<file path="config.mk">
export PLATFORM = sky130hd
export DESIGN_NAME = tick_timebase_alarm_bank_core
export DESIGN_NICKNAME = d
export VERILOG_FILES = /design/src/hdl/ttab_pkg.sv /design/src/hdl/ttab_timebase.sv /design/src/hdl/ttab_jobs.sv /design/src/hdl/ttab_alarms.sv /design/src/hdl/tick_timebase_alarm_bank_core.sv
export SDC_FILE = /design/constraint.sdc
export NUM_CORES = 2
export LEC_CHECK = 0
export ABC_AREA = 1
export BUFFER_PORTS_ARGS = -buffer_cell sky130_fd_sc_hd__buf_2
export CAP_MARGIN = 30
export CELL_PAD_IN_SITES_DETAIL_PLACEMENT = 1
export CELL_PAD_IN_SITES_GLOBAL_PLACEMENT = 2
export CORE_ASPECT_RATIO = 0.75
export CORE_MARGIN = 3
export CORE_UTILIZATION = 41
export DETAILED_ROUTE_END_ITERATION = 7
export GPL_TIMING_DRIVEN = 0
export PLACE_DENSITY = 0.86
export SLEW_MARGIN = 20
export SYNTH_ARGS = -nofsm -noshare
export SYNTH_HDL_FRONTEND = slang
export SYNTH_HIERARCHICAL = 1
export SYNTH_SLANG_ARGS = --single-unit
export TNS_END_PERCENT = 30
</file>
<file path="constraint.sdc">
create_clock -name clk_i -period 7.6 [get_ports clk_i]
set_input_delay 1.14 -clock clk_i [delete_from_list [all_inputs] [get_ports clk_i]]
set_output_delay 1.14 -clock clk_i [all_outputs]
set_load 0.02 [all_outputs]
</file>
<file path="src/hdl/ttab_pkg.sv">
// shared types and constants of the tick timebase alarm bank
`default_nettype none

package ttab_pkg;

  localparam int unsigned OpW       = 3;
  localparam int unsigned IdW       = 4;
  localparam int unsigned DurW      = 32;
  localparam int unsigned StatusW   = 2;
  localparam int unsigned JobSpace  = 4;
  localparam int unsigned PeriodW   = 16;
  localparam int unsigned ElapsedW  = 17;
  localparam int unsigned SecW      = 32;
  localparam int unsigned MillisW   = 10;
  localparam int unsigned NowW      = 32;
  localparam int unsigned CfgIdxW   = 2;
  localparam int unsigned InDataW   = 40;
  localparam int unsigned OutDataW  = 56;

  localparam logic [MillisW:0] MsPerSec = 11'd1000;

  typedef enum logic [OpW-1:0] {
    OP_TICK      = 3'd0,
    OP_ARM_MS    = 3'd1,
    OP_ARM_SEC   = 3'd2,
    OP_CHECK     = 3'd3,
    OP_CLEAR     = 3'd4
  } op_e;

  typedef enum logic [StatusW-1:0] {
    ST_RINGING = 2'd0,
    ST_QUIET   = 2'd1,
    ST_BAD_ID  = 2'd2,
    ST_DONE    = 2'd3
  } status_e;

  typedef struct packed {
    logic tick;
    logic arm;
    logic arm_sec;
    logic check;
    logic clear;
  } cmd_t;

endpackage

`default_nettype wire

</file>
<file path="src/hdl/ttab_timebase.sv">
// millisecond and seconds counters with a running time in ms
`default_nettype none

module ttab_timebase #(
  parameter int unsigned TICK_MS = 10
) (
  input  wire logic                       clk_i,
  input  wire logic                       rst_ni,
  input  wire logic                       en_i,
  input  wire ttab_pkg::cmd_t             cmd_i,
  output logic                            feed_o,
  output logic [ttab_pkg::SecW-1:0]       seconds_o,
  output logic [ttab_pkg::MillisW-1:0]    millis_o,
  output logic [ttab_pkg::NowW-1:0]       now_o
);
  import ttab_pkg::*;

  logic [MillisW-1:0] millis_q, millis_d;
  logic [SecW-1:0]    seconds_q, seconds_d;
  logic [NowW-1:0]    now_q, now_d;
  logic [MillisW:0]   millis_sum;
  logic               wrap;

  assign millis_sum = {1'b0, millis_q} + (MillisW+1)'(TICK_MS);
  assign wrap       = (millis_sum >= MsPerSec);

  always_comb begin
    millis_d  = millis_q;
    seconds_d = seconds_q;
    now_d     = now_q;
    feed_o    = 1'b0;
    if (cmd_i.tick) begin
      if (wrap) begin
        millis_d  = '0;
        seconds_d = seconds_q + SecW'(1);
        now_d     = now_q + NowW'(MsPerSec) - NowW'(millis_q);
        feed_o    = 1'b1;
      end else begin
        millis_d = millis_sum[MillisW-1:0];
        now_d    = now_q + NowW'(TICK_MS);
      end
    end else if (cmd_i.clear) begin
      millis_d  = '0;
      seconds_d = '0;
      now_d     = '0;
    end
  end

  always_ff @(posedge clk_i or negedge rst_ni) begin
    if (!rst_ni) begin
      millis_q  <= '0;
      seconds_q <= '0;
      now_q     <= '0;
    end else if (en_i) begin
      millis_q  <= millis_d;
      seconds_q <= seconds_d;
      now_q     <= now_d;
    end
  end

  assign seconds_o = seconds_d;
  assign millis_o  = millis_d;
  assign now_o     = now_q;

endmodule

`default_nettype wire

</file>
<file path="src/hdl/ttab_jobs.sv">
// periodic job slots with their period registers
`default_nettype none

module ttab_jobs #(
  parameter int unsigned JOB_SLOTS = 4,
  parameter int unsigned TICK_MS   = 10
) (
  input  wire logic                           clk_i,
  input  wire logic                           rst_ni,
  input  wire logic                           en_i,
  input  wire ttab_pkg::cmd_t                 cmd_i,
  input  wire logic                           cfg_we_i,
  input  wire logic [ttab_pkg::CfgIdxW-1:0]   cfg_index_i,
  input  wire logic [ttab_pkg::PeriodW-1:0]   cfg_data_i,
  output logic [ttab_pkg::JobSpace-1:0]       fire_o
);
  import ttab_pkg::*;

  logic [PeriodW-1:0]  period_q [JobSpace];
  logic [ElapsedW-1:0] elapsed_q [JOB_SLOTS];
  logic [ElapsedW-1:0] elapsed_d [JOB_SLOTS];

  always_ff @(posedge clk_i or negedge rst_ni) begin
    if (!rst_ni) begin
      for (int k = 0; k < JobSpace; k++) period_q[k] <= '0;
    end else if (cfg_we_i) begin
      period_q[cfg_index_i] <= cfg_data_i;
    end
  end

  always_comb begin
    fire_o = '0;
    for (int k = 0; k < JOB_SLOTS; k++) begin
      elapsed_d[k] = elapsed_q[k];
      if (cmd_i.tick) begin
        if (period_q[k] == '0) begin
          elapsed_d[k] = '0;
        end else begin
          elapsed_d[k] = elapsed_q[k] + ElapsedW'(TICK_MS);
          if (elapsed_d[k] >= {1'b0, period_q[k]}) begin
            elapsed_d[k] = '0;
            fire_o[k]    = 1'b1;
          end
        end
      end
    end
  end

  always_ff @(posedge clk_i or negedge rst_ni) begin
    if (!rst_ni) begin
      for (int k = 0; k < JOB_SLOTS; k++) elapsed_q[k] <= '0;
    end else if (en_i) begin
      for (int k = 0; k < JOB_SLOTS; k++) elapsed_q[k] <= elapsed_d[k];
    end
  end

endmodule

`default_nettype wire

</file>
<file path="src/hdl/ttab_alarms.sv">
// one-shot alarm slots: arm, check and disarm
`default_nettype none

module ttab_alarms #(
  parameter int unsigned ALARMS = 8
) (
  input  wire logic                         clk_i,
  input  wire logic                         rst_ni,
  input  wire logic                         en_i,
  input  wire ttab_pkg::cmd_t               cmd_i,
  input  wire logic [ttab_pkg::IdW-1:0]     alarm_slot_i,
  input  wire logic [ttab_pkg::DurW-1:0]    duration_i,
  input  wire logic [ttab_pkg::NowW-1:0]    now_i,
  output ttab_pkg::status_e                 status_o
);
  import ttab_pkg::*;

  localparam int unsigned AW = (ALARMS > 1) ? $clog2(ALARMS) : 1;

  logic [ALARMS-1:0] armed_q;
  logic [NowW-1:0]   length_q [ALARMS];
  logic [NowW-1:0]   start_q [ALARMS];
  logic [AW-1:0]     idx;
  logic              id_ok;
  logic [NowW-1:0]   arm_len;
  logic [NowW-1:0]   elapsed;
  logic              ringing;

  assign id_ok   = (alarm_slot_i < IdW'(ALARMS));
  assign idx     = alarm_slot_i[AW-1:0];
  assign arm_len = cmd_i.arm_sec ? NowW'(duration_i * NowW'(MsPerSec)) : duration_i;
  assign elapsed = now_i - start_q[idx];
  assign ringing = armed_q[idx] && (elapsed >= length_q[idx]);

  always_comb begin
    status_o = ST_DONE;
    if ((cmd_i.arm || cmd_i.check) && !id_ok) begin
      status_o = ST_BAD_ID;
    end else if (cmd_i.check) begin
      status_o = ringing ? ST_RINGING : ST_QUIET;
    end
  end

  always_ff @(posedge clk_i or negedge rst_ni) begin
    if (!rst_ni) begin
      armed_q <= '0;
      for (int k = 0; k < ALARMS; k++) begin
        length_q[k] <= '0;
        start_q[k]  <= '0;
      end
    end else if (en_i && id_ok) begin
      if (cmd_i.arm) begin
        armed_q[idx]  <= 1'b1;
        length_q[idx] <= arm_len;
        start_q[idx]  <= now_i;
      end else if (cmd_i.check && ringing) begin
        armed_q[idx] <= 1'b0;
      end
    end
  end

endmodule

`default_nettype wire

</file>
<file path="src/hdl/tick_timebase_alarm_bank_core.sv">
// top level of the tick timebase alarm bank
//
//  port group   dir  beat contents
//  s_axis       in   operation, alarm_slot, duration
//  m_axis       out  status, job_fire, watchdog_feed, seconds_now, millis_now
//  cfg          in   job_period_0..3 write
//
// each beat is captured in an input register, then handled into the result
// register; one beat per cycle sustained while the result is not stalled
// all counters, job slots and alarms clear on reset
// a stalled result holds; the input register still takes a beat when the
// result moves on in the same cycle
`default_nettype none

module tick_timebase_alarm_bank_core #(
  parameter int unsigned ALARMS    = 8,
  parameter int unsigned JOB_SLOTS = 4,
  parameter int unsigned TICK_MS   = 10
) (
  input  wire logic                            clk_i,
  input  wire logic                            rst_ni,
  input  wire logic                            s_axis_tvalid,
  output logic                                 s_axis_tready,
  // operation[2:0], alarm_slot[6:3], duration[38:7]
  input  wire logic [ttab_pkg::InDataW-1:0]    s_axis_tdata,
  output logic                                 m_axis_tvalid,
  input  wire logic                            m_axis_tready,
  // status[1:0], job_fire[5:2], watchdog_feed[6], seconds_now[38:7],
  // millis_now[48:39]
  output logic [ttab_pkg::OutDataW-1:0]        m_axis_tdata,
  input  wire logic                            cfg_we_i,
  input  wire logic [ttab_pkg::CfgIdxW-1:0]    cfg_index_i,
  input  wire logic [ttab_pkg::PeriodW-1:0]    cfg_data_i
);
  import ttab_pkg::*;

  logic                in_valid_q;
  logic [OpW-1:0]      op_q;
  logic [IdW-1:0]      id_q;
  logic [DurW-1:0]     dur_q;
  logic                out_valid_q;
  logic [OutDataW-1:0] out_data_q;
  logic                out_free;
  logic                proceed;
  cmd_t                cmd;
  logic                feed;
  logic [SecW-1:0]     seconds;
  logic [MillisW-1:0]  millis;
  logic [NowW-1:0]     now;
  logic [JobSpace-1:0] fire;
  status_e             status;

  assign out_free      = !out_valid_q || m_axis_tready;
  assign proceed       = in_valid_q && out_free;
  assign s_axis_tready = !in_valid_q || out_free;

  always_comb begin
    cmd = '0;
    if (in_valid_q) begin
      unique case (op_q)
        OP_TICK:    cmd.tick    = 1'b1;
        OP_ARM_MS:  cmd.arm     = 1'b1;
        OP_ARM_SEC: begin
          cmd.arm     = 1'b1;
          cmd.arm_sec = 1'b1;
        end
        OP_CHECK:   cmd.check   = 1'b1;
        OP_CLEAR:   cmd.clear   = 1'b1;
        default:    cmd         = '0;
      endcase
    end
  end

  always_ff @(posedge clk_i or negedge rst_ni) begin
    if (!rst_ni) begin
      in_valid_q <= 1'b0;
    end else if (s_axis_tready) begin
      in_valid_q <= s_axis_tvalid;
    end
  end

  always_ff @(posedge clk_i) begin
    if (s_axis_tready && s_axis_tvalid) begin
      op_q  <= s_axis_tdata[OpW-1:0];
      id_q  <= s_axis_tdata[OpW+IdW-1:OpW];
      dur_q <= s_axis_tdata[OpW+IdW+DurW-1:OpW+IdW];
    end
  end

  ttab_timebase #(
    .TICK_MS (TICK_MS)
  ) u_timebase (
    .clk_i     (clk_i),
    .rst_ni    (rst_ni),
    .en_i      (proceed),
    .cmd_i     (cmd),
    .feed_o    (feed),
    .seconds_o (seconds),
    .millis_o  (millis),
    .now_o     (now)
  );

  ttab_jobs #(
    .JOB_SLOTS (JOB_SLOTS),
    .TICK_MS   (TICK_MS)
  ) u_jobs (
    .clk_i       (clk_i),
    .rst_ni      (rst_ni),
    .en_i        (proceed),
    .cmd_i       (cmd),
    .cfg_we_i    (cfg_we_i),
    .cfg_index_i (cfg_index_i),
    .cfg_data_i  (cfg_data_i),
    .fire_o      (fire)
  );

  ttab_alarms #(
    .ALARMS (ALARMS)
  ) u_alarms (
    .clk_i        (clk_i),
    .rst_ni       (rst_ni),
    .en_i         (proceed),
    .cmd_i        (cmd),
    .alarm_slot_i (id_q),
    .duration_i   (dur_q),
    .now_i        (now),
    .status_o     (status)
  );

  always_ff @(posedge clk_i or negedge rst_ni) begin
    if (!rst_ni) begin
      out_valid_q <= 1'b0;
    end else if (out_free) begin
      out_valid_q <= proceed;
    end
  end

  always_ff @(posedge clk_i) begin
    if (proceed) begin
      out_data_q <= {7'd0, millis, seconds, feed, fire, status};
    end
  end

  assign m_axis_tvalid = out_valid_q;
  assign m_axis_tdata  = out_data_q;

endmodule

`default_nettype wire
</file>
==> results.tsv <==
metric	value	unit
Slew @ Worst Pin	1144	ps
Root Buffer	clkbuf_16	
sequential share of the synthesized area	42.32	%
Syn Inst Count	6346	
I/O pin count	121	
Worst Skew	37.15	ps
clock slew seen by the registers of the worst setup and hold paths	70	ps
port buffer count	112	
Final Cycle Share	98.23	%
H-tree Lvls	3	
final setup fails	0	
Fin. Hold Viols	0	
hold crit path type	primary input to asynchronous set/reset pin	
average size of a mapped cell	7.731	um^2
Placed Cells	8046	
Fmax	134.0	MHz
Final Critical Period	7465	ps
post-DP HPWL	153.7	mm
wire length of the first global-routing pass	310.4	mm
maximum net fanout on the critical path	10	
fillers	14540	
Leak	0.02800	uW
CP required	8120	ps
Post-synth ARST share	89.16	%
WL per Instance	25.14	um
post-route DRC violation count	0	
Routability Congestion	0.9804	
outcome	complete, no violations	
buffers plus inverters on the worst setup path	6	
yosys warns	6	
Iter 0 DRT Violations	4801	
#FFs+latches synth	812	
commonest non-fill, non-tap cell in the layout	nand2_1	
full die area	123900	um^2
Core Area	118200	um^2
gr ovfl total	0	
commonest cells after routing, fill and taps aside	nand2_1 (2017), inv_1 (809), dfrtp_1 (724), o21ai_0 (519), nand3_1 (466)	
final antenna-violating net count	0	
initial antenna violation count	5	
CP max stage delay	590	ps
post-route insts no fill	8222	
r2r startpoint	id_q[2]	
Starting Density	41.49	%
Die Y	305.6	um
Post-Route WL	206.7	mm
Synth cell types	54	
CP Launch Point	id_q[2]	
Vias/cell	5.726	
Clock Latency Late Sink	720	ps
PD cells	270.0	nW/um^2
# hold bufs at CTS	0	
CTS max path bufs	3	
post-route design area	55430	um^2
Critical Path AT	7980	ps
placed inst area	52200	um^2
CTS Sinks	812	
cell mode on critical path	nand2_1	
Area Growth Syn to Fin	13.00	%
Slew headroom	23.75	%
pin count of the biggest net entering global routing	86	
Die W	405.4	um
CP startpoint kind	register	
Synth Cell Area	49060	um^2
layout cell share with drive strength beyond 1	7.147	%
TritonCTS clock tree	built	
Crit path max-delay family	compound AO/OA/AOI/OAI gates	
via count	47080	
vias in the first global route	47860	
cell row count	109	
Tot GR Track Use	33.33	%
# nets final	6990	
Pins Over Slew Limit	0	
length of the first detailed-routing pass in iterations	5	
Post-synth EDFFs	88	
Critical Path Sink Type	register	
CTS Buf Count	90	
max_cap viols	0	
RSZ-0062 raised after global routing	false	
peak supply drop	0.1849	mV
Slowest cell on crit path	a21oi_1	
Main synth FF type	dfrtp_1	
critical path class	register to register	
## worst paths after layout
path / endpoint / slack [ps] / cells past startpoint
worst max-delay path: m_axis_tdata[0] / 130 / 26
worst min-delay path: u_alarms/length_q[164] / 340 / 1
worst min register to register: u_alarms/length_q[35] / 480 / 2
min in group clk_i: u_alarms/length_q[35] / 480 / 2
max in group asynchronous: u_timebase/seconds_q[27] / 5300 / 5
worst max register to register: m_axis_tdata[0] / 130 / 26
## metrics by stage
step	power (uW)	hold WS (ps)	worst slack [ps]	util, %	TNS (ps)
2_1_floorplan	8506	441.9	2357	-	0
3_3_place_gp	9954	454.3	-11210	43.63	-8366980
3_5_place_dp	10180	460.2	213.1	44.15	0
4_1_cts	14950	326.2	189.1	46.83	0
5_1_grt	15930	327.2	20.93	46.87	0
6_report	14970	336.5	134.6	46.88	0
## state kept, by name (all words and copies together), names as in the netlist
register              flops
dur_q                    32
id_q                      4
in_valid_q                1
m_axis_tdata             49
m_axis_tvalid             1
op_q                      3
u_alarms/armed_q          8
u_alarms/length_q       256
u_alarms/start_q        256
u_jobs/elapsed_q         64
u_jobs/period_q          64
u_timebase/millis_q      10
u_timebase/now_o         32
u_timebase/seconds_q     32
## worst reg2reg max path, cell delays in order, from the launching register on
cell	delay (ps)
edfxtp_1	460
clkbuf_2	210
inv_1	140
nand3_2	440
inv_1	290
buf_2	500
buf_2	580
a21oi_1	150
o2111ai_1	120
ha_1	340
inv_1	150
fa_1	430
nand3_1	120
nand2_1	100
a21oi_1	590
o21ai_0	490
nand2_1	150
nand2_1	140
xor2_1	350
ha_1	300
nand2_1	60
nor2_1	50
a21oi_1	240
nand2_1	80
nand2_1	70
nand3_2	320
a21oi_1	390
## per-layer routing
layer	wire [um]	GRT usage, %	up-vias
li1	-	-	21040
met1	94290	49.48	23710
met2	85140	47.84	2025
met3	22060	9.217	306
met4	5215	8.119	2
met5	13	0	-
## Yosys cell counts (2+ instances only)
cell,count,share of area [%]
xnor2_1,32,0.57
o2111ai_1,20,0.36
a22o_1,13,0.23
o21ai_1,10,0.10
o22ai_1,57,0.73
buf_6,5,0.11
nand4_1,111,1.4
o21a_1,7,0.11
nor3_2,3,0.061
and3_1,5,0.064
nand3_2,7,0.14
a22oi_1,49,0.75
nand2_1,2017,15
inv_2,18,0.14
fa_1,93,3.8
nor3_1,35,0.36
or4_1,3,0.046
ha_1,247,6.3
nor2_2,11,0.14
or2_2,26,0.33
buf_4,9,0.14
o21ai_0,523,5.3
buf_1,26,0.20
dfrtp_1,724,37
and2_1,5,0.064
nand2_4,3,0.069
a21o_1,14,0.21
clkbuf_1,160,1.2
nor4_1,15,0.19
edfxtp_1,88,5.4
o21bai_1,17,0.26
inv_1,810,6.2
o211ai_1,6,0.092
nor3b_1,2,0.031
a211oi_1,3,0.046
nor2_1,333,2.5
xor2_1,88,1.6
buf_2,54,0.55
nand3_1,467,4.8
a31oi_1,9,0.11
nor2_4,6,0.14
a21boi_0,2,0.031
a21oi_1,137,1.4
nand3b_1,8,0.12
a221oi_1,59,1.1
## final cells by class
cell class / instances / area [um^2] / share of cell area, %
multi-input combinational: 4455 / 24130 / 43.53
sequential: 812 / 20760 / 37.45
inverter: 829 / 3112 / 5.613
clock buffer: 121 / 2626 / 4.738
tap: 1554 / 1944 / 3.507
timing repair buffer: 143 / 1155 / 2.083
buffer: 256 / 1145 / 2.065
clock inverter: 44 / 540.5 / 0.9751
antenna: 8 / 20.02 / 0.03611
## where the power goes
part           switching (uW)  internal [uW]  leakage (uW)
registers                 317           4830        0.0102
logic                    3420           1660        0.0163
clock network            2010           2720       0.00157
total                    5750           9220        0.0280
## repair_timing
action | CTS | global route
endpoints found under the setup margin | 0 | 9
buffers inserted | 0 | 0
gates resized for setup | 0 | 2
## cell families after synthesis
kind of cell | after synthesis | share of synthesized area (%)
DFF | 812 | 42.32
other | 1 | 0.007644
AOI/OAI and AO/OA | 928 | 10.85
buffers and inverters | 1085 | 8.608
xor gates and xnor gates | 120 | 2.142
adders and majority gates | 340 | 10.09
and+or+nand+nor | 3060 | 25.98
Power figures use the tool's default switching activity.
